<file path="src/hw/rtl/assert_macros.svh">
// Assertion helpers used by camera_ray_direction_generator.
`ifndef ASSERT_MACROS_SVH
`define ASSERT_MACROS_SVH
`ifndef SYNTHESIS
`define ASSERT_IMP(lbl, clk, rstn, ante, cons) \
	lbl: assert property (@(posedge clk) disable iff (!rstn) (ante) |-> (cons)) \
		else $error("assertion failed");
`define ASSERT_NXT(lbl, clk, rstn, ante, cons) \
	lbl: assert property (@(posedge clk) disable iff (!rstn) (ante) |=> (cons)) \
		else $error("assertion failed");
`else
`define ASSERT_IMP(lbl, clk, rstn, ante, cons)
`define ASSERT_NXT(lbl, clk, rstn, ante, cons)
`endif
`endif

</file>
<file path="src/hw/rtl/crdg_pkg.sv">
`timescale 1ns / 1ps
`default_nettype none
package crdg_pkg;
	localparam logic [30:0] TWO_PI_Q = 31'd1686629713;
	localparam logic [30:0] PI_Q = 31'd843314857;
	localparam logic [30:0] HALF_PI_Q = 31'd421657428;
	localparam int XY_W = 33;
	localparam int PW = 2 * XY_W;
	localparam logic signed [XY_W-1:0] GAIN_Q30 = 33'sd652032874;
	localparam logic [31:0] ATAN_TAB [30] = '{
		32'd210828714, 32'd124459457, 32'd65760959, 32'd33381290, 32'd16755422,
		32'd8385879, 32'd4193963, 32'd2097109, 32'd1048571, 32'd524287,
		32'd262144, 32'd131072, 32'd65536, 32'd32768, 32'd16384, 32'd8192,
		32'd4096, 32'd2048, 32'd1024, 32'd512, 32'd256, 32'd128, 32'd64,
		32'd32, 32'd16, 32'd8, 32'd4, 32'd2, 32'd1, 32'd0
	};

	typedef enum logic [2:0] {
		REG_FOV_H = 3'd0,
		REG_FOV_V = 3'd1,
		REG_STEP_H = 3'd2,
		REG_STEP_V = 3'd3,
		REG_WIDTH = 3'd4,
		REG_HEIGHT = 3'd5
	} crdg_reg_t;

	typedef struct packed {
		logic vld;
		logic oor;
	} crdg_side_t;

	function automatic logic signed [17:0] sat18(input logic signed [23:0] v);
		logic signed [17:0] r;
		if (v > 24'sd65536) begin
			r = 18'sd65536;
		end else if (v < -24'sd65536) begin
			r = -18'sd65536;
		end else begin
			r = v[17:0];
		end
		return r;
	endfunction
endpackage
`default_nettype wire

</file>
<file path="src/hw/rtl/crdg_cordic_cell.sv">
`timescale 1ns / 1ps
`default_nettype none
module crdg_cordic_cell import crdg_pkg::*; #(
	parameter int I = 0
) (
	input  wire logic                   clk,
	input  wire logic                   en,
	input  wire logic signed [XY_W-1:0] prev_x,
	input  wire logic signed [XY_W-1:0] prev_y,
	input  wire logic signed [31:0]     prev_z,
	input  wire logic                   prev_neg,
	output logic signed      [XY_W-1:0] next_x,
	output logic signed      [XY_W-1:0] next_y,
	output logic signed      [31:0]     next_z,
	output logic                        next_neg
);
	localparam logic signed [31:0] ANG = $signed(ATAN_TAB[I]);

	logic signed [XY_W-1:0] x_q;
	logic signed [XY_W-1:0] y_q;
	logic signed [31:0]     z_q;
	logic                   neg_q;
	logic signed [XY_W-1:0] dx;
	logic signed [XY_W-1:0] dy;

	assign dx = prev_y >>> I;
	assign dy = prev_x >>> I;

	always_ff @(posedge clk) begin
		if (en) begin
			if (prev_z >= 0) begin
				x_q <= prev_x - dx;
				y_q <= prev_y + dy;
				z_q <= prev_z - ANG;
			end else begin
				x_q <= prev_x + dx;
				y_q <= prev_y - dy;
				z_q <= prev_z + ANG;
			end
			neg_q <= prev_neg;
		end
	end

	assign next_x = x_q;
	assign next_y = y_q;
	assign next_z = z_q;
	assign next_neg = neg_q;
endmodule
`default_nettype wire

</file>
<file path="config.mk">
export PLATFORM = sky130hd
export DESIGN_NAME = crdg_cordic_cell
export DESIGN_NICKNAME = d
export VERILOG_FILES = /design/src/hw/rtl/assert_macros.svh /design/src/hw/rtl/crdg_pkg.sv /design/src/hw/rtl/crdg_cordic_cell.sv
export SDC_FILE = /design/constraint.sdc
export NUM_CORES = 1
export LEC_CHECK = 0
export ABC_AREA = 1
export ABC_CLOCK_PERIOD_IN_PS = 4000
export BUFFER_PORTS_ARGS = -buffer_cell sky130_fd_sc_hd__buf_4
export CELL_PAD_IN_SITES_DETAIL_PLACEMENT = 0
export CELL_PAD_IN_SITES_GLOBAL_PLACEMENT = 1
export CORE_ASPECT_RATIO = 0.8
export CORE_MARGIN = 5
export CORE_UTILIZATION = 44
export CTS_BUF_LIST = sky130_fd_sc_hd__clkbuf_4
export DETAILED_ROUTE_END_ITERATION = 12
export HOLD_SLACK_MARGIN = 0.02
export PLACE_DENSITY_LB_ADDON = 0.1
export SLEW_MARGIN = 20
export SYNTH_ARGS = -nofsm -noshare
export SYNTH_HDL_FRONTEND = slang
export SYNTH_SLANG_ARGS = --single-unit
</file>
<file path="constraint.sdc">
create_clock -name clk -period 4 [get_ports clk]
set_input_delay 0.2 -clock clk [delete_from_list [all_inputs] [get_ports clk]]
set_output_delay 0.2 -clock clk [all_outputs]
set_load 0.02 [all_outputs]
</file>
==> flow_metrics.env <==
export IMPL_grt_max_degree=70
export IMPL_cp_arrival_ps=2820
export IMPL_hpwlAfterDp_um=37200
export IMPL_yosysSeqAreaShare=0.238
export IMPL_cts_resized=0
export IMPL_cp_start_kind="input port"
export IMPL_die_area_sq_mm=0.0316
export IMPL_grt_pass1_vias=12400
export IMPL_crit_fanout=4
export IMPL_cts_path_max_buffers=2
export IMPL_rows=55
export IMPL_wl_per_cell_um=16.9
export IMPL_synthFlopType="edfxtp_1"
export IMPL_p_sw_mw=1.83
export IMPL_synth_fp_nets=2260
export IMPL_h_tree_depth=3
export IMPL_drtIter0Drc=944
export IMPL_worst_slew_pin_slew_ps=957
export IMPL_ff_latch_area_sq_mm=0.00294
export IMPL_p_per_area_mw_per_mm2=283
export IMPL_rsz0062_at_grt="no"
export IMPL_fillerInstances=2962
export IMPL_crit_chain="dlygate4sd3_1 -> buf_4 -> ha_1 -> fa_1 -> inv_1 -> nand3_1 -> nand2_1 -> nand2_1 -> nand2_1 -> nand2_1 -> nand2_1 -> nand2_1 -> nand2_1 -> nand2_1 -> nand3_1 -> nand2_1"
export IMPL_critPathKind="in -> reg"
export IMPL_synth_seq_cells=98
export IMPL_gp_congestion=0.952
export IMPL_wl_met3_um=2950
export IMPL_wl_met2_um=18800
export IMPL_syn2layout_area_growth_pct=15.6
export IMPL_async_flop_share=0
export IMPL_place_port_buffers=199
export IMPL_grt_pass1_wl_um=67800
export IMPL_setup_violations=0
export IMPL_avgViaCountPerCell=5.06
export IMPL_cts_root_buf="clkbuf_4"
export IMPL_yosys_warnings=0
export IMPL_status="completed"
export IMPL_die_x_um=198
export IMPL_finalCriticalPeriod_ps=2520
export IMPL_ys_types=37
export IMPL_grt_antenna_before_repair=1
export IMPL_synth_area_leaders="edfxtp_1 24%, nand2_1 22%, ha_1 13%, inv_1 11%, nand3_1 7.1%"
export IMPL_clkSlewWorstSetupHoldPaths_ps=180
export IMPL_p_seq_frac=0.342
export IMPL_slowest_stage="dlygate4sd3_1"
export IMPL_syn_avg_cell_area_sq_um=6.10
export IMPL_via_count=13100
export IMPL_fmax_ghz=0.397
export IMPL_hold_viol_final=0
export IMPL_p_int_mw=2.23
export IMPL_crit_path_end_kind="register"
export IMPL_maxSlewHeadroom=0.361
export IMPL_initial_utilization=0.442
export IMPL_core_sq_mm=0.0280
export IMPL_die_h_um=160
export IMPL_synthCells=2030
export IMPL_clock_sinks=98
export IMPL_final_common_cell="nand2_1"
export IMPL_tns_ps=0
export IMPL_numCtsBuffers=9
export IMPL_wl_met1_um=20900
export IMPL_layout_cells_most_common_list="739 x nand2_1, 375 x inv_1, 203 x buf_4"
export IMPL_slowest_delay_ps=540
export IMPL_drive_gt1_frac=0.107
export IMPL_yosysTopAreaCellShare=0.238
export IMPL_pwr_share_comb=0.500
export IMPL_multiInputGateArea_sq_mm=0.00778
export IMPL_crit_top_cell="nand2_1"
export IMPL_pre_cts_ws_ps=1190
export IMPL_drv_cap=0
export IMPL_pwr_share_clk=0.158
export IMPL_final_max_slew_viol_count=0
export IMPL_grtUsageTotal=0.272
export IMPL_switching_share=0.451
export IMPL_drtAntennaViolNets=0
export IMPL_finalWirelength_um=43700
export IMPL_drt_first_pass_iters=7
export IMPL_hp_class="in -> reg"
export IMPL_gr_total_overflow=0
export IMPL_drc=0
export IMPL_leakage_nw=7.93
export IMPL_cts_tree="done"
export IMPL_top_layer="met4"
export IMPL_fin_nets=2434
export IMPL_setup_ws_ps=1480
export IMPL_syn_area_sq_mm=0.0124
export IMPL_yosysTopAreaCell="edfxtp_1"
export IMPL_synth_edf_count=98
export IMPL_ioPinCount=200
export IMPL_vdd_drop_max_mv=0.212
export IMPL_required_ps=4310
export IMPL_finalCritPeriodShare=0.629
==> final timing paths <==
check       start                    to  slack, ps  cells past startpoint
max     prev_y[0]  next_x[24]$_DFFE_PP_       1480                     16
min    prev_z[31]   next_x[1]$_DFFE_PP_         70                      3
==> per-stage QoR <==
stage / total power, mW / hold WS [ps] / area, sq um / std cells / utilization
global placement: 3.41 / 379 / 14100 / 2559 / 0.504
global route: 4.34 / 39.0 / 14300 / 2580 / 0.511
detailed placement: 3.42 / 387 / 14100 / 2559 / 0.504
CTS: 4.07 / 32.3 / 14300 / 2579 / 0.511
floorplan: 2.66 / 299 / 12400 / 2030 / -
finish: 4.06 / 73.4 / 14300 / 2580 / 0.511
==> flip-flops by register name, indices dropped and copies added, names as in the netlist <==
register	count
next_neg	1
next_y	32
next_z	32
next_x	33
==> Yosys cell counts (2+ instances only) <==
cell type	instances
nand2_1	739
o21a_1	5
nand3_1	175
edfxtp_1	98
clkbuf_1	10
buf_4	19
o21ai_1	3
xnor2_1	4
fa_1	4
nand4_1	22
nor3_2	3
a21o_1	2
a21oi_1	120
o21ai_0	60
and3_1	2
xor2_1	46
ha_1	125
o21bai_1	11
nor2_2	6
nand3b_1	3
inv_1	376
nor3_1	17
buf_2	14
nor2_1	150
nand2_2	4
==> critical path: cells and delay by family <==
family        cells  cell delay (ps)
fa+ha+maj         2              610
buf+inv           3              850
simple gates     11             1150
==> cell type report <==
class,instances,share of cell area
multi-input combinational,1512,0.543
sequential,98,0.205
timing repair buffer,207,0.109
inverter,376,0.0985
tap,370,0.0323
clock inverter,7,0.00664
clock buffer,9,0.00472
antenna,1,0.000175
==> power by group through the flow <==
| stage | Combinational (mW) | Sequential, mW | Clock, mW |
|---|---|---|---|
| 2_1_floorplan | 1.07 | 1.59 | 0 |
| 3_5_place_dp | 2.01 | 1.41 | 0 |
| 6_report | 2.03 | 1.39 | 0.640 |
| 4_1_cts | 2.02 | 1.39 | 0.664 |
| 5_1_grt | 2.24 | 1.40 | 0.698 |
| 3_3_place_gp | 2.00 | 1.41 | 0 |
==> per-layer routing <==
metal  global-route usage  up-vias
met5                    0        -
met4               0.0670        0
met3               0.0420       43
met2                0.427      398
met1                0.392     5905
li1                     -     6705
==> logic make-up after synthesis <==
logic type,synth area share
simple gates,0.371
buf+inv,0.134
compound gates,0.0886
fa+ha+maj,0.133
flops,0.238
xor+xnor,0.0354
==> what timing repair did <==
action	in CTS	in global routing
endpoints found under the hold margin	4	0
hold buffers	4	0
setup buffers	0	0
Note: power is estimated with default switching activity, not from simulation.
