`src/hw/rtl/assert_macros.svh`:
```
// Assertion helpers used by camera_ray_direction_generator.
`ifndef ASSERT_MACROS_SVH
`define ASSERT_MACROS_SVH
`ifndef SYNTHESIS
`define ASSERT_IMP(lbl, clk, rstn, ante, cons) \
	lbl: assert property (@(posedge clk) disable iff (!rstn) (ante) |-> (cons)) \
		else $error("assertion failed");
`define ASSERT_NXT(lbl, clk, rstn, ante, cons) \
	lbl: assert property (@(posedge clk) disable iff (!rstn) (ante) |=> (cons)) \
		else $error("assertion failed");
`else
`define ASSERT_IMP(lbl, clk, rstn, ante, cons)
`define ASSERT_NXT(lbl, clk, rstn, ante, cons)
`endif
`endif

```
`src/hw/rtl/crdg_pkg.sv`:
```
`timescale 1ns / 1ps
`default_nettype none
package crdg_pkg;
	localparam logic [30:0] TWO_PI_Q = 31'd1686629713;
	localparam logic [30:0] PI_Q = 31'd843314857;
	localparam logic [30:0] HALF_PI_Q = 31'd421657428;
	localparam int XY_W = 33;
	localparam int PW = 2 * XY_W;
	localparam logic signed [XY_W-1:0] GAIN_Q30 = 33'sd652032874;
	localparam logic [31:0] ATAN_TAB [30] = '{
		32'd210828714, 32'd124459457, 32'd65760959, 32'd33381290, 32'd16755422,
		32'd8385879, 32'd4193963, 32'd2097109, 32'd1048571, 32'd524287,
		32'd262144, 32'd131072, 32'd65536, 32'd32768, 32'd16384, 32'd8192,
		32'd4096, 32'd2048, 32'd1024, 32'd512, 32'd256, 32'd128, 32'd64,
		32'd32, 32'd16, 32'd8, 32'd4, 32'd2, 32'd1, 32'd0
	};

	typedef enum logic [2:0] {
		REG_FOV_H = 3'd0,
		REG_FOV_V = 3'd1,
		REG_STEP_H = 3'd2,
		REG_STEP_V = 3'd3,
		REG_WIDTH = 3'd4,
		REG_HEIGHT = 3'd5
	} crdg_reg_t;

	typedef struct packed {
		logic vld;
		logic oor;
	} crdg_side_t;

	function automatic logic signed [17:0] sat18(input logic signed [23:0] v);
		logic signed [17:0] r;
		if (v > 24'sd65536) begin
			r = 18'sd65536;
		end else if (v < -24'sd65536) begin
			r = -18'sd65536;
		end else begin
			r = v[17:0];
		end
		return r;
	endfunction
endpackage
`default_nettype wire

```
`src/hw/rtl/crdg_mod_cell.sv`:
```
`timescale 1ns / 1ps
`default_nettype none
module crdg_mod_cell import crdg_pkg::*; #(
	parameter int MAG_W = 43,
	parameter int K = 0
) (
	input  wire logic             clk,
	input  wire logic             en,
	input  wire logic [MAG_W-1:0] prev_mag,
	input  wire logic             prev_sign,
	output logic      [MAG_W-1:0] next_mag,
	output logic                  next_sign
);
	localparam logic [MAG_W-1:0] SUB = MAG_W'(TWO_PI_Q) << K;

	logic [MAG_W-1:0] mag_q;
	logic             sign_q;

	always_ff @(posedge clk) begin
		if (en) begin
			mag_q <= (prev_mag >= SUB) ? prev_mag - SUB : prev_mag;
			sign_q <= prev_sign;
		end
	end

	assign next_mag = mag_q;
	assign next_sign = sign_q;
endmodule
`default_nettype wire

```
`config.mk`:
```
export PLATFORM = sky130hd
export DESIGN_NAME = crdg_mod_cell
export DESIGN_NICKNAME = d
export VERILOG_FILES = /design/src/hw/rtl/assert_macros.svh /design/src/hw/rtl/crdg_pkg.sv /design/src/hw/rtl/crdg_mod_cell.sv
export SDC_FILE = /design/constraint.sdc
export NUM_CORES = 1
export LEC_CHECK = 0
export ABC_AREA = 1
export BUFFER_PORTS_ARGS = -buffer_cell sky130_fd_sc_hd__buf_4
export CAP_MARGIN = 20
export CORE_MARGIN = 2
export CORE_UTILIZATION = 51
export DETAILED_ROUTE_END_ITERATION = 10
export GPL_TIMING_DRIVEN = 1
export PLACE_DENSITY_LB_ADDON = 0.05
export SLEW_MARGIN = 40
export SYNTH_ARGS = -nofsm -noshare
export SYNTH_HDL_FRONTEND = slang
export SYNTH_SLANG_ARGS = --single-unit
export TNS_END_PERCENT = 50
```
`constraint.sdc`:
```
create_clock -name clk -period 5.9 [get_ports clk]
set_clock_uncertainty 0.05 [all_clocks]
set_input_delay 1.18 -clock clk [delete_from_list [all_inputs] [get_ports clk]]
set_output_delay 1.18 -clock clk [all_outputs]
set_load 0.1 [all_outputs]
```
==> results of run 1 <==
## cell usage in the layout (no fill, tap or decap), types with 6 or more instances in the layout
cell type / n
nand2_1: 260
buf_4: 90
nor2_1: 77
inv_1: 68
edfxtp_1: 44
nand3_1: 42
a21oi_1: 20
o21ai_0: 11
nand3b_1: 10
xor2_1: 9
nand4_1: 8
o21ai_2: 6
## sequential cells by signal, summed over array words and instances, names as in the netlist
register and cells:
next_sign 1, next_mag 43
## power breakdown
part           leakage [uW]  total [uW]  internal, uW  switching (uW)
logic               0.00181         408          90.6             318
clock network     0.0000399         186          82.7             103
registers          0.000430         386           379            7.51
## synthesized netlist by cell type
master    count
inv_1        68
a21oi_1      20
nand2_1     260
clkbuf_2      1
a21o_1        1
nand3_1      42
buf_4         1
a21oi_2       1
nand4_1       8
nor2_1       77
nor2_4        1
o211ai_1      1
buf_6         3
or2_1         1
o21ai_1       2
nor3_1        5
nand3b_1     10
inv_2         5
nand3_2       2
buf_2         4
o21bai_1      3
xor2_1        9
edfxtp_1     44
o21ai_2       6
ha_1          2
a31o_2        2
nor2_2        4
o21ai_0      11
a31oi_1       2
## cell type report
| class | count | area share (%) |
|---|---|---|
| timing repair buffer | 90 | 14.8 |
| tap | 99 | 2.72 |
| clock buffer | 7 | 1.67 |
| multi-input combinational | 470 | 45.7 |
| inverter | 73 | 6.01 |
| clock inverter | 1 | 0.0823 |
| sequential | 44 | 29.0 |
## cells by family (layout without fill, tap and decap cells)
family / count (synthesis) / count (layout) / share of synthesized area [%]
AO/OA/AOI/OAI: 49 / 49 / 7.85
XOR/XNOR: 9 / 9 / 2.10
adder cells (fa/ha/maj): 2 / 2 / 0.668
buffers and inverters: 82 / 171 / 9.08
flip-flops: 44 / 44 / 35.3
AND/OR/NAND/NOR: 410 / 410 / 45.0
## routing by layer
layer	wire length [um]	vias up	share of wire [%]
li1	-	2073	-
met1	5010	1867	44
met2	4920	214	44
met3	881	37	7.8
met4	446	0	4.0
met5	0	-	0
## through the flow
stage	utilization (%)	hold WS (ns)	power [uW]	cells
after floorplan	-	1.23	692	596
after global placement	62.4	1.31	797	776
after detailed placement	62.4	1.31	800	776
after CTS	63.6	1.00	987	784
after global routing	63.6	0.994	1020	784
final	63.6	1.00	980	784
## worst paths after layout
kind / end / from / slack, ns / cells after the start
setup / recovery: next_mag[31]$_DFFE_PP_ / prev_mag[1] / 2.54 / 11
hold / removal: next_sign$_DFFE_PP_ / prev_sign / 1.00 / 1
==> qor.csv, run 1 <==
metric,value,unit
pin count of the biggest net entering global routing,45,
post-synth top area share,35.3,%
Syn Std Cell Area,3750,um2
Setup CP Type,in2reg,
Placer Congestion,1.00,
peak supply drop,0.151,mV
I/O Buffers,89,
die area,8050,um2
Remaining DRCs,0,
fin crit period,3.36,ns
clock buffer count from CTS,5,
"Slowest-stage cell, CP",inv_1,
Final period util,56.9,%
Crit path max-delay family,simple AND/OR/NAND/NOR gates,
maximum clock rate,298,MHz
drt total wl,11300,um
site row count,31,
register area,1320,um2
Worst-Margin Slew,0.561,ns
Initial Util,52.2,%
IO Count,90,
leakage,0.00228,uW
hold crit path type,in2reg,
total inserted antenna cells,0,
"worst slack, placed",2.23,ns
vias in the first global route,3768,
Worst setup SP type,primary input,
Routed wire per std cell,14.4,um
Synth cell types,29,
DR iter-0 viols,406,
Clock Pin Slew Worst Setup and Hold Paths,0.08,ns
Worst path max stage delay,0.58,ns
status,"complete, no violations",
fin area,4560,um2
synthesized flop and latch total,44,
all-layer global routing usage,28.3,%
antenna-violating nets left,0,
core area,7180,um2
final hold vios,0,
required time of the critical path,5.88,ns
total setup buffers inserted after CTS,0,
hold buffers post-CTS,0,
GRT Residual Overflow,0,
setup TNS,0,ns
Multi-input gate area,2090,um2
Arrival @ worst endpoint,3.34,ns
Root Driver,clkbuf_8,
Cells after Synth,596,
Max Cap Violations,0,
buffer levels on the longest clock path,2,
share of layout cells above drive strength 1,16.9,%
first-pass iteration count of the detailed router,6,
RSZ-0062 raised after global routing,false,
post-CTS resize count,0,
Synth area leaders,"edfxtp_1, nand2_1, nor2_1",
first-pass GRT wire length,18500,um
vias per inst,5.35,
GR Layer Usage met1,39.5,%
worst path bufs/invs,3,
Power per Cell Area,215,nW/um2
met2 GRT Util,44.8,%
crit-path cells,"buf_4, inv_1, nand3_1, nand2_1, nand2_1, nand2_1, nand2_1, nand3_1, nand3_2, inv_1, a21oi_1",
syn avg cell area,6.29,um2
Worst path most repeated cell,nand2_1,
Syn. warnings,0,
CP endpoint kind,flip-flop,
M3 GR Usage,3.94,%
hpwl dp,9210,um
Worst slew margin,62.6,%
setup ws final,2.54,ns
Area Overhead vs Synth,21.7,%
count of pins over their slew limit,0,
"area leader, netlist",edfxtp_1,
die span in y,89.7,um
width of the die,89.7,um
Vias,4191,
sequential fraction of the synthesis area,35.3,%
Final nets,732,
CTS tree,done,
H-tree Lvls,2,
# setup viols final,0,
Fillers,687,
initial antenna violation count,0,
syn_nets,644,
CP max FO,21,
clock sinks,44,
GRT busiest layer,met2,
area post-placement,4480,um2
Power figures use the tool's default switching activity.
==> run 2: changes to the inputs <==
==> constraint.sdc (replaced) <==
create_clock -name clk -period 3.1 [get_ports clk]
set_clock_uncertainty 0.05 [all_clocks]
set_input_delay 0.62 -clock clk [delete_from_list [all_inputs] [get_ports clk]]
set_output_delay 0.62 -clock clk [all_outputs]
set_load 0.1 [all_outputs]
==> run 2 against run 1 <==
Clock power up 85%. Hold slack lost 0.56 ns. Power increased by 90%. Sequential share of layout area shrank 0.12 points. First-iteration DRC count fell by 6.4%. Routed wire length increased by 2.9%. Die area unchanged. Critical path type unchanged. Largest cell class unchanged.
==> qor.csv, run 2 (synthesis results as in run 1) <==
metric,value,unit
CP endpoint kind,flip-flop,
Arrival @ worst endpoint,2.48,ns
Max Cap Violations,0,
site row count,31,
status,"complete, no violations",
antenna-violating nets left,0,
CP max FO,30,
share of layout cells above drive strength 1,17.3,%
crit-path cells,"buf_4, nor2_1, inv_1, nor2_2, nand2_1, nor2_1, nand3_1, nand3_2, buf_4, nand2_1, nand2_1, nand2_1",
Largest register FFs,43,
# setup viols final,0,
Area Overhead vs Synth,22.2,%
core area,7180,um2
vias per inst,5.35,
pin count of the biggest net entering global routing,45,
total setup buffers inserted after CTS,0,
worst path bufs/invs,3,
all-layer global routing usage,28.9,%
RSZ-0062 raised after global routing,false,
required time of the critical path,3.11,ns
Final period util,79.7,%
die area,8050,um2
IO Count,90,
I/O Buffers,89,
vias in the first global route,3866,
DR iter-0 viols,380,
Final nets,735,
Setup CP Type,in2reg,
hold crit path type,in2reg,
HP Start,prev_sign,
GRT Residual Overflow,0,
"Slowest-stage cell, CP",buf_4,
hold buffers post-CTS,0,
first-pass GRT wire length,18800,um
"commonest non-fill, non-tap cell in the layout",nand2_1,
buffer levels on the longest clock path,2,
Worst-Margin Slew,0.559,ns
fin crit period,2.47,ns
die span in y,89.7,um
Worst slew margin,62.7,%
Root Driver,clkbuf_8,
"commonest non-fill, non-tap cells in the layout","nand2_1, buf_4, nor2_1, inv_1, edfxtp_1",
Vias,4206,
H-tree Lvls,2,
fin util,63.8,%
maximum clock rate,405,MHz
Placer Congestion,1.05,
crit path launch,prev_mag[20],
total inserted antenna cells,0,
peak supply drop,0.200,mV
leakage,0.00229,uW
Worst path most repeated cell,nand2_1,
setup TNS,0,ns
width of the die,89.7,um
Initial Util,52.2,%
first-pass iteration count of the detailed router,5,
initial antenna violation count,0,
Routed wire per std cell,14.7,um
post-CTS resize count,0,
Worst path max stage delay,0.33,ns
Remaining DRCs,0,
count of pins over their slew limit,0,
Clock Pin Slew Worst Setup and Hold Paths,0.08,ns
hpwl dp,9410,um
clock sinks,44,
Fillers,715,
drt total wl,11600,um
clock buffer count from CTS,5,
CTS tree,done,
Power per Cell Area,406,nW/um2
Crit path max-delay family,simple AND/OR/NAND/NOR gates,
Worst setup SP type,primary input,
final hold vios,0,
[run 2: cell count changes in the layout (fill, tap and decap cells not counted), sizes merged]
cell    change
buf         +3
clkbuf      -2
clkinv      +1
[run 2: final timing paths]
path | cells past startpoint | endpoint
setup / recovery | 12 | next_mag[15]$_DFFE_PP_
hold / removal | 1 | next_sign$_DFFE_PP_
[run 2: metrics by stage]
| stage | area (um2) | hold WS, ns | std cells | setup slack (ns) | power, uW |
|---|---|---|---|---|---|
| finish | 4580 | 0.442 | 786 | 0.628 | 1860 |
| global placement | 4500 | 0.748 | 779 | 0.390 | 1520 |
| detailed placement | 4500 | 0.750 | 779 | 0.355 | 1530 |
| floorplan | 3750 | 0.669 | 596 | 0.969 | 1320 |
| global route | 4580 | 0.435 | 786 | 0.420 | 1940 |
| CTS | 4580 | 0.441 | 786 | 0.662 | 1870 |
[run 2: layout make-up]
| class | instances | area, um2 | area share [%] |
|---|---|---|---|
| Multi-Input combinational cell | 470 | 2090 | 45.5 |
| Sequential cell | 44 | 1320 | 28.9 |
| Timing Repair Buffer | 93 | 698 | 15.2 |
| Inverter | 73 | 274 | 5.98 |
| Tap cell | 99 | 124 | 2.70 |
| Clock buffer | 5 | 68.8 | 1.50 |
| Clock inverter | 2 | 7.51 | 0.164 |
[run 2: metal layers]
layer	vias up	GRT usage (%)	wire, um
met2	197	47.2	5270
met3	29	4.95	948
met4	0	9.74	369
li1	2081	-	-
met5	-	0	0
met1	1899	39.1	5000
[run 2: where the power goes]
group          total (uW)  internal (uW)  switching, uW
sequential            737            721           15.9
combinational         779            175            604
clock                 345            149            195
total                1860           1040            816
