$ cat src/hw/rtl/assert_macros.svh
// Assertion helpers used by camera_ray_direction_generator.
`ifndef ASSERT_MACROS_SVH
`define ASSERT_MACROS_SVH
`ifndef SYNTHESIS
`define ASSERT_IMP(lbl, clk, rstn, ante, cons) \
	lbl: assert property (@(posedge clk) disable iff (!rstn) (ante) |-> (cons)) \
		else $error("assertion failed");
`define ASSERT_NXT(lbl, clk, rstn, ante, cons) \
	lbl: assert property (@(posedge clk) disable iff (!rstn) (ante) |=> (cons)) \
		else $error("assertion failed");
`else
`define ASSERT_IMP(lbl, clk, rstn, ante, cons)
`define ASSERT_NXT(lbl, clk, rstn, ante, cons)
`endif
`endif

$ cat src/hw/rtl/crdg_pkg.sv
`timescale 1ns / 1ps
`default_nettype none
package crdg_pkg;
	localparam logic [30:0] TWO_PI_Q = 31'd1686629713;
	localparam logic [30:0] PI_Q = 31'd843314857;
	localparam logic [30:0] HALF_PI_Q = 31'd421657428;
	localparam int XY_W = 33;
	localparam int PW = 2 * XY_W;
	localparam logic signed [XY_W-1:0] GAIN_Q30 = 33'sd652032874;
	localparam logic [31:0] ATAN_TAB [30] = '{
		32'd210828714, 32'd124459457, 32'd65760959, 32'd33381290, 32'd16755422,
		32'd8385879, 32'd4193963, 32'd2097109, 32'd1048571, 32'd524287,
		32'd262144, 32'd131072, 32'd65536, 32'd32768, 32'd16384, 32'd8192,
		32'd4096, 32'd2048, 32'd1024, 32'd512, 32'd256, 32'd128, 32'd64,
		32'd32, 32'd16, 32'd8, 32'd4, 32'd2, 32'd1, 32'd0
	};

	typedef enum logic [2:0] {
		REG_FOV_H = 3'd0,
		REG_FOV_V = 3'd1,
		REG_STEP_H = 3'd2,
		REG_STEP_V = 3'd3,
		REG_WIDTH = 3'd4,
		REG_HEIGHT = 3'd5
	} crdg_reg_t;

	typedef struct packed {
		logic vld;
		logic oor;
	} crdg_side_t;

	function automatic logic signed [17:0] sat18(input logic signed [23:0] v);
		logic signed [17:0] r;
		if (v > 24'sd65536) begin
			r = 18'sd65536;
		end else if (v < -24'sd65536) begin
			r = -18'sd65536;
		end else begin
			r = v[17:0];
		end
		return r;
	endfunction
endpackage
`default_nettype wire

$ cat src/hw/rtl/crdg_fold.sv
`timescale 1ns / 1ps
`default_nettype none
module crdg_fold import crdg_pkg::*; (
	input  wire logic               clk,
	input  wire logic               en,
	input  wire logic        [30:0] rem,
	input  wire logic               sign,
	output logic signed      [31:0] angle,
	output logic                    neg
);
	logic        [30:0] r_s1;
	logic signed [31:0] r_s2;
	logic signed [31:0] r_s3;
	logic               neg_s3;

	always_ff @(posedge clk) begin
		if (en) begin
			r_s1 <= (sign && rem != '0) ? TWO_PI_Q - rem : rem;
			r_s2 <= (r_s1 >= PI_Q) ? $signed({1'b0, r_s1}) - $signed({1'b0, TWO_PI_Q})
				: $signed({1'b0, r_s1});
			if (r_s2 > $signed({1'b0, HALF_PI_Q})) begin
				r_s3 <= r_s2 - $signed({1'b0, PI_Q});
				neg_s3 <= 1'b1;
			end else if (r_s2 < -$signed({1'b0, HALF_PI_Q})) begin
				r_s3 <= r_s2 + $signed({1'b0, PI_Q});
				neg_s3 <= 1'b1;
			end else begin
				r_s3 <= r_s2;
				neg_s3 <= 1'b0;
			end
		end
	end

	assign angle = r_s3;
	assign neg = neg_s3;
endmodule
`default_nettype wire

$ cat config.mk
export PLATFORM = sky130hd
export DESIGN_NAME = crdg_fold
export DESIGN_NICKNAME = d
export VERILOG_FILES = /design/src/hw/rtl/assert_macros.svh /design/src/hw/rtl/crdg_pkg.sv /design/src/hw/rtl/crdg_fold.sv
export SDC_FILE = /design/constraint.sdc
export NUM_CORES = 1
export LEC_CHECK = 0
export BUFFER_PORTS_ARGS = -buffer_cell sky130_fd_sc_hd__buf_4
export CAP_MARGIN = 20
export CORE_UTILIZATION = 55
export CTS_CLUSTER_DIAMETER = 60
export DETAILED_ROUTE_END_ITERATION = 10
export GPL_ROUTABILITY_DRIVEN = 0
export PLACE_DENSITY = 0.74
export SYNTH_ARGS = -nofsm -noshare
export SYNTH_HDL_FRONTEND = slang
export SYNTH_SLANG_ARGS = --single-unit
$ cat constraint.sdc
create_clock -name clk -period 6.46 [get_ports clk]
set_clock_uncertainty 0.15 [all_clocks]
set_input_delay 0.323 -clock clk [delete_from_list [all_inputs] [get_ports clk]]
set_output_delay 0.323 -clock clk [all_outputs]
set_load 0.005 [all_outputs]
==> results.sh, run 1 <==
export IMPL_drt_total_wl_um=12800
export IMPL_p_per_area_nw_per_um2=257
export IMPL_gr_total_overflow=0
export IMPL_initial_core_util=0.563
export IMPL_leakagePower_nw=2.44
export IMPL_fmax_ghz=0.300
export IMPL_ir_drop_mv=0.117
export IMPL_yosys_most_used_dff="edfxtp_1"
export IMPL_route_detailed_drc=0
export IMPL_sequentialPowerShare=0.536
export IMPL_postRouteAntennaNets=0
export IMPL_grt_first_pass_wirelength_um=20800
export IMPL_yosysSeqAreaShare=0.474
export IMPL_worstPathRequired_ns=6.43
export IMPL_nNetsFinal=682
export IMPL_worst_slew_pin_slew_ns=0.832
export IMPL_drive_above_1_share=0.162
export IMPL_wl_per_cell_um=16.3
export IMPL_postPlaceCellArea_um2=6590
export IMPL_syn_inst=600
export IMPL_swShare=0.320
export IMPL_status="completed"
export IMPL_postCtsResizedCells=0
export IMPL_grt_pass1_vias=4484
export IMPL_coreArea_um2=10800
export IMPL_syn_area_um2=6080
export IMPL_viasPerCell=6.13
export IMPL_syn_nets=639
export IMPL_diodes=0
export IMPL_clk_latency_ns=0.37
export IMPL_tritoncts="done"
export IMPL_area_growth_pct=11.7
export IMPL_p_comb_frac=0.263
export IMPL_clkTransAtPathRegs_ns=0.09
export IMPL_cts_setup_buffers=0
export IMPL_dieArea_um2=11500
export IMPL_slew_violations=0
export IMPL_antenna_found_initial=0
export IMPL_rsz0062_at_grt="no"
export IMPL_final_area_um2=6790
export IMPL_final_setup_tns_ns=0
export IMPL_crit_type="flop to flop"
export IMPL_port_buffers=66
export IMPL_cts_sinks=96
export IMPL_grt_start_max_net_pins=97
export IMPL_synth_largest_area_cell="edfxtp_1"
export IMPL_synthArstFlopShare=0
export IMPL_setup_viol=0
export IMPL_grt_usage=0.231
export IMPL_hp_class="primary input to flop"
export IMPL_dpl_hpwl_um=9390
export IMPL_cp_arrival_ns=3.31
export IMPL_ios=67
export IMPL_start_kind="flop"
export IMPL_cts_buffer_depth=2
export IMPL_row_count=38
export IMPL_clockRootBuffer="clkbuf_8"
export IMPL_slew_headroom=0.444
export IMPL_period_minus_slack_ns=3.34
export IMPL_power_switching_mw=0.558
export IMPL_numCtsBuffers=9
export IMPL_die_h_um=107
export IMPL_intPower_mw=1.19
export IMPL_die_width_um=107
export IMPL_synthTopCellsByArea="edfxtp_1 (47%), xnor2_1 (6.5%), xor2_1 (6.0%)"
export IMPL_syn_area_per_cell_um2=10.1
export IMPL_drt_iter0_markers=364
export IMPL_synth_edf_count=96
export IMPL_first_pass_iters=5
export IMPL_synthDistinctLibCells=73
export IMPL_finalHoldViolCount=0
export IMPL_ys_warn_count=0
export IMPL_ys_seq_elements=96
export IMPL_htree_levels=3
export IMPL_drv_cap=0
export IMPL_pwr_share_clk=0.201
export IMPL_end_kind="flop"
export IMPL_vias=4827
export IMPL_synth_top_cell_area_share=0.474
export IMPL_path_max_fanout=21
export IMPL_fin_crit_sh=0.517
==> cells by family (layout without fill, tap and decap cells) <==
group / Yosys count / count (layout) / share of synthesized area
AND/OR/NAND/NOR: 200 / 200 / 0.171
AO/OA/AOI/OAI: 161 / 161 / 0.181
flip-flops: 96 / 96 / 0.474
XOR/XNOR: 87 / 87 / 0.125
buffers and inverters: 50 / 98 / 0.0368
adder cells (fa/ha/maj): 5 / 5 / 0.0103
multiplexers: 1 / 1 / 0.00165
==> final cells by class <==
type	count	area [um^2]
fill	869	4000
multi-input combinational	454	2970
clock buffer	10	128
clock inverter	6	41.3
sequential	96	2880
tap	140	175
timing repair buffer	70	548
inverter	12	45.0
==> per-layer routing <==
| metal | wire length [um] | up-vias | GRT usage |
|---|---|---|---|
| li1 | - | 2335 | - |
| met1 | 5140 | 2233 | 0.268 |
| met2 | 6470 | 218 | 0.405 |
| met3 | 684 | 41 | 0.0261 |
| met4 | 522 | 0 | 0.148 |
| met5 | 0 | - | 0 |
==> critical path, cell delays in order (launching register included) <==
cell	delay, ns
edfxtp_1	0.48
nor4_1	0.43
nand3_1	0.14
o211ai_1	0.26
nand3_1	0.63
or3_1	0.66
o32ai_2	0.24
xor2_1	0.10
==> repair_timing <==
item | CTS | global route
hold buffers | 1 | 0
endpoints found under the setup margin | 0 | 0
endpoints found under the hold margin | 1 | 0
==> path summary, 6_finish.rpt <==
check	cells after the start	slack, ns	to	from
worst min-delay path	2	0.10	r_s1[25]$_DFFE_PP_	rem[25]
worst max register to register	7	3.12	angle[17]$_DFFE_PP_	r_s2[14]$_DFFE_PP_
worst min register to register	1	0.49	r_s2[30]$_DFFE_PP_	r_s1[30]$_DFFE_PP_
worst max-delay path	7	3.12	angle[17]$_DFFE_PP_	r_s2[14]$_DFFE_PP_
==> layout by cell type, fill, tap and decap left out, types with 12 or more instances in the layout <==
master	n
xor2_1	42
nor2_1	42
o21ai_0	38
nand3_1	21
inv_1	12
nor3_1	15
nor4_1	15
a21oi_1	28
buf_4	68
xnor2_1	45
a31oi_1	14
edfxtp_1	96
nand2_1	50
==> power groups by stage <==
stage	registers [mW]	clock network, mW	logic, mW
floorplan	0.884	0	0.346
detailed placement	0.946	0	0.454
global placement	0.941	0	0.441
global route	0.949	0.382	0.506
CTS	0.932	0.362	0.456
finish	0.935	0.351	0.458
==> per-stage QoR <==
step           total power, mW  cells  hold WS (ns)  utilization  setup slack (ns)
4_1_cts                   1.75    787        0.0876        0.627              3.19
2_1_floorplan             1.23    600         0.272            -              3.86
5_1_grt                   1.84    788        0.0908        0.629              2.93
6_report                  1.74    788         0.104        0.629              3.12
3_5_place_dp              1.40    770         0.387        0.610              3.21
3_3_place_gp              1.38    769         0.387        0.610              3.37
==> synthesized netlist by cell type (3+ instances only) <==
cell type and count:
o21ai_2 3, o22ai_1 8, a311oi_1 3, inv_1 12
nor2_1 42, a21o_1 6, clkbuf_1 27, or4_1 4
and4_1 4, a31oi_1 14, edfxtp_1 96, nand2b_1 5
ha_1 5, o21a_1 5, nand3_1 21, nand2_1 50
xnor2_1 45, nand4_1 6, buf_4 3, nor2b_1 5
o211ai_1 9, a221oi_1 3, buf_2 5, nor4_1 15
and3_1 5, and2_1 4, a21oi_1 28, o21ai_1 3
xor2_1 42, or3_1 4, o21ai_0 38, o31ai_1 7
o31a_1 3, nor3_1 15, or2_2 5
==> flip-flops by register name, summed over array words and instances (netlist names) <==
name   cells
neg        1
r_s2      32
r_s1      31
angle     32
Power figures use the tool's default switching activity.
==> run 2: changes to the inputs <==
==> constraint.sdc (replaced) <==
create_clock -name clk -period 3.38 [get_ports clk]
set_clock_uncertainty 0.15 [all_clocks]
set_input_delay 0.169 -clock clk [delete_from_list [all_inputs] [get_ports clk]]
set_output_delay 0.169 -clock clk [all_outputs]
set_load 0.005 [all_outputs]
==> run 2 against run 1 <==
Compared with the run above:
- total power increased by 97%
- clock power increased by 110%
- combinational power increased by 99%
- flip-flop and latch count unchanged
- design area increased by 4.8%
- maximum frequency increased by 5.2%
- largest power group unchanged
- worst setup slack got worse by 2.9 ns
- sequential share of layout area decreased by 2.0 points
- first-iteration DRC count decreased by 13%
- final cell count increased by 3.8%
- critical path depth unchanged
==> results.sh, run 2 (same netlist as run 1, synthesis figures left out) <==
export IMPL_status="completed"
export IMPL_first_pass_iters=8
export IMPL_final_cell_mix="edfxtp_1 (96), buf_4 (71), nand2_1 (50), xnor2_1 (45)"
export IMPL_drv_cap=0
export IMPL_mostFrequentLayoutCell="edfxtp_1"
export IMPL_clk_latency_ns=0.37
export IMPL_drt_iter0_markers=317
export IMPL_numCtsBuffers=9
export IMPL_ir_drop_mv=0.221
export IMPL_fin_cells=818
export IMPL_slew_violations=0
export IMPL_fin_crit_sh=0.938
export IMPL_dpl_hpwl_um=9430
export IMPL_final_setup_tns_ns=0
export IMPL_crit_type="flop to flop"
export IMPL_htree_levels=3
export IMPL_worst_slew_pin_slew_ns=0.776
export IMPL_antenna_found_initial=0
export IMPL_period_minus_slack_ns=3.17
export IMPL_gr_total_overflow=0
export IMPL_drive_above_1_share=0.162
export IMPL_row_count=38
export IMPL_cts_sinks=96
export IMPL_hp_class="primary input to flop"
export IMPL_crit_slowest_cell="edfxtp_1"
export IMPL_slowest_delay_ns=0.56
export IMPL_area_growth_pct=17.1
export IMPL_route_detailed_drc=0
export IMPL_fmax_ghz=0.315
export IMPL_clockRootBuffer="clkbuf_8"
export IMPL_dieArea_um2=11500
export IMPL_die_h_um=107
export IMPL_grt_start_max_net_pins=97
export IMPL_cp_arrival_ns=3.14
export IMPL_path_max_fanout=12
export IMPL_coreArea_um2=10800
export IMPL_grt_first_pass_wirelength_um=21900
export IMPL_ios=67
export IMPL_cp_cell_sequence="or3_1, nor4_2, and4_1, o21a_1, and3_1, a32oi_1, xnor2_1"
export IMPL_clkTransAtPathRegs_ns=0.10
export IMPL_cts_buffer_depth=2
export IMPL_p_per_area_nw_per_um2=482
export IMPL_fin_ws_ns=0.209
export IMPL_diodes=0
export IMPL_grt_usage=0.245
export IMPL_tritoncts="done"
export IMPL_end_kind="flop"
export IMPL_nNetsFinal=712
export IMPL_initial_core_util=0.563
export IMPL_port_buffers=66
export IMPL_final_util=0.660
export IMPL_fillers=844
export IMPL_wl_per_cell_um=16.4
export IMPL_vias=4983
export IMPL_viasPerCell=6.09
export IMPL_dp_cells=773
export IMPL_start_kind="flop"
export IMPL_grt_pass1_vias=4669
export IMPL_postRouteAntennaNets=0
export IMPL_drt_total_wl_um=13400
export IMPL_worstPathRequired_ns=3.35
export IMPL_leakagePower_nw=2.58
export IMPL_rsz0062_at_grt="no"
export IMPL_setup_viol=0
export IMPL_slew_headroom=0.477
export IMPL_die_width_um=107
export IMPL_finalHoldViolCount=0
export IMPL_place_ws_ns=0.216
-- run 2: cell types whose count changed in the layout (fill, tap and decap cells not counted), sizes merged --
cell	change
clkinv	-2
buf	+3
clkbuf	-1
inv	+3
dlygate4sd3	+27
-- run 2: worst max-delay path, delay by kind of cell (launching register included) --
family	cells	cell delay (ns)
DFF	1	0.56
AOI/OAI and AO/OA	2	0.54
and+or+nand+nor	4	1.52
xor gates and xnor gates	1	0.17
-- run 2: worst paths after layout --
check / slack, ns / from / cells after the start / end
setup reg to reg: 0.21 / r_s2[31]$_SDFFCE_PN0P_ / 7 / angle[16]$_DFFE_PP_
setup / recovery: 0.21 / r_s2[31]$_SDFFCE_PN0P_ / 7 / angle[16]$_DFFE_PP_
hold reg to reg: 0.48 / r_s1[30]$_DFFE_PP_ / 1 / r_s2[30]$_DFFE_PP_
hold / removal: 0.02 / rem[8] / 2 / r_s1[8]$_DFFE_PP_
-- run 2: stage by stage --
step / instance area (um^2) / hold WS [ns] / power (mW)
after floorplan: 6080 / 0.118 / 2.35
after global placement: 6610 / 0.232 / 2.65
after detailed placement: 6610 / 0.232 / 2.68
after CTS: 7080 / 0.00402 / 3.42
after global routing: 7120 / 0.00535 / 3.60
final: 7120 / 0.0158 / 3.43
-- run 2: per-layer routing --
metal | part of all wire | global-route usage
met5 | 0 | 0
met4 | 0.043 | 0.140
met3 | 0.063 | 0.0389
met2 | 0.50 | 0.428
met1 | 0.39 | 0.285
-- run 2: cell type report --
cell class                 count  area (um^2)  area share
clock buffer                   9          124      0.0174
clock inverter                 7         61.3     0.00861
inverter                      12         45.0     0.00632
multi-input combinational    454         2990       0.420
sequential                    96         2880       0.405
tap                          140          175      0.0246
timing repair buffer         100          841       0.118
-- run 2: report_power, final --
group | switching (mW) | total (mW) | internal (mW)
combinational | 0.456 | 0.911 | 0.454
clock | 0.440 | 0.724 | 0.285
sequential | 0.225 | 1.79 | 1.57
-- run 2: repair_timing --
action / CTS / global route
hold buffers: 28 / 0
gates resized for setup: 0 / 3
setup buffers: 0 / 0
endpoints found under the setup margin: 0 / 5
hold endpoints to repair: 28 / 0
==> run 3: changes to the inputs <==
==> constraint.sdc (replaced) <==
create_clock -name clk -period 3.38 [get_ports clk]
set_clock_uncertainty 0.15 [all_clocks]
set_input_delay 0.676 -clock clk [delete_from_list [all_inputs] [get_ports clk]]
set_output_delay 0.676 -clock clk [all_outputs]
set_load 0.005 [all_outputs]
==> run 3 against run 2 <==
Compared with the run above:
- clock power rose by 2%
- first-iteration DRC count fell by 33%
- sequential share of layout area rose by 1.8 points
- combinational power down 3.4%
- design area is 4.2% lower
- maximum frequency increased by 2.6%
- critical path depth unchanged
- critical path type unchanged
- critical endpoint is now angle[31]$_DFFE_PP_
==> results.sh, run 3 (same netlist as run 1, synthesis figures left out) <==
export IMPL_hp_class="primary input to flop"
export IMPL_row_count=38
export IMPL_viasPerCell=6.09
export IMPL_final_cell_mix="edfxtp_1 (96), buf_4 (74), nand2_1 (50), xnor2_1 (45)"
export IMPL_setup_viol=0
export IMPL_slew_violations=0
export IMPL_dieArea_um2=11500
export IMPL_cts_buffer_depth=2
export IMPL_cts_sinks=96
export IMPL_ios=67
export IMPL_end_kind="flop"
export IMPL_gr_total_overflow=0
export IMPL_slowest_delay_ns=0.59
export IMPL_path_max_fanout=16
export IMPL_cp_cell_sequence="or3_1, nor4_1, o31ai_1, o21ai_2, nand3_1, a211oi_1, a21oi_1"
export IMPL_crit_type="flop to flop"
export IMPL_worst_slew_pin_slew_ns=0.749
export IMPL_postRouteAntennaNets=0
export IMPL_grt_start_max_net_pins=41
export IMPL_fillers=858
export IMPL_crit_slowest_cell="o21ai_2"
export IMPL_grt_first_pass_wirelength_um=20700
export IMPL_slew_headroom=0.497
export IMPL_ir_drop_mv=0.242
export IMPL_start_kind="flop"
export IMPL_grt_usage=0.230
export IMPL_p_total_mw=3.41
export IMPL_crit_buf_inv=0
export IMPL_fmax_ghz=0.324
export IMPL_crit_family="compound AO/OA/AOI/OAI gates"
export IMPL_place_ws_ns=0.343
export IMPL_port_buffers=66
export IMPL_cts_setup_buffers=0
export IMPL_postCtsResizedCells=0
export IMPL_leakagePower_nw=2.46
export IMPL_initial_core_util=0.563
export IMPL_p_per_area_nw_per_um2=500
export IMPL_final_area_um2=6830
export IMPL_die_width_um=107
export IMPL_grt_pass1_vias=4571
export IMPL_antenna_found_initial=0
export IMPL_fin_ws_ns=0.289
export IMPL_die_h_um=107
export IMPL_wl_per_cell_um=15.8
export IMPL_diodes=0
export IMPL_cp_arrival_ns=3.04
export IMPL_dpl_hpwl_um=9400
export IMPL_numCtsBuffers=9
export IMPL_nNetsFinal=686
export IMPL_postPlaceCellArea_um2=6630
export IMPL_drive_above_1_share=0.169
export IMPL_clockRootBuffer="clkbuf_8"
export IMPL_clkTransAtPathRegs_ns=0.09
export IMPL_htree_levels=3
export IMPL_drv_cap=0
export IMPL_final_setup_tns_ns=0
export IMPL_rsz0062_at_grt="no"
export IMPL_coreArea_um2=10800
export IMPL_vias=4823
export IMPL_clk_latency_ns=0.37
export IMPL_drt_iter0_markers=211
export IMPL_drt_total_wl_um=12500
export IMPL_fin_crit_sh=0.914
export IMPL_tritoncts="done"
export IMPL_route_detailed_drc=0
export IMPL_worstPathRequired_ns=3.33
export IMPL_postCtsHoldBufs=0
export IMPL_period_minus_slack_ns=3.09
export IMPL_mostFrequentLayoutCell="edfxtp_1"
export IMPL_first_pass_iters=4
export IMPL_status="completed"
export IMPL_finalHoldViolCount=0
export IMPL_area_growth_pct=12.2
-- run 3: per-layer routing --
metal  wire length (um)  up-vias  GRT usage
met5                  0        -          0
met4                546        0      0.147
met3                625       40     0.0371
met2               6250      184      0.405
met1               5120     2243      0.257
li1                   -     2356          -
-- run 3: layout make-up --
class / instances / area, um^2 / share of cell area
Timing Repair Buffer: 74 / 556 / 0.0814
Sequential cell: 96 / 2880 / 0.422
Multi-Input combinational cell: 454 / 2970 / 0.436
Clock buffer: 10 / 128 / 0.0187
Inverter: 12 / 45.0 / 0.00660
Tap cell: 140 / 175 / 0.0257
Clock inverter: 6 / 65.1 / 0.00953
-- run 3: report_power, final --
group          leakage [nW]  switching, mW  internal (mW)
registers             0.939          0.218           1.57
logic                  1.42          0.449          0.432
clock network        0.0971          0.398          0.345
total                  2.46           1.06           2.35
-- run 3: through the flow --
step | cells | hold slack [ns] | utilization
detailed placement | 776 | 0.464 | 0.615
CTS | 792 | 0.347 | 0.632
finish | 792 | 0.363 | 0.632
global placement | 776 | 0.463 | 0.615
global route | 792 | 0.354 | 0.632
floorplan | 600 | 0.433 | -
-- run 3: path summary, 6_finish.rpt --
| path | startpoint | to | slack, ns | cells after the start |
|---|---|---|---|---|
| worst max-delay path | r_s2[18]$_DFFE_PP_ | angle[31]$_DFFE_PP_ | 0.29 | 7 |
| worst min-delay path | rem[1] | r_s1[1]$_DFFE_PP_ | 0.36 | 1 |
| worst max register to register | r_s2[18]$_DFFE_PP_ | angle[31]$_DFFE_PP_ | 0.29 | 7 |
| worst min register to register | r_s1[16]$_DFFE_PP_ | r_s2[16]$_DFFE_PP_ | 0.48 | 1 |
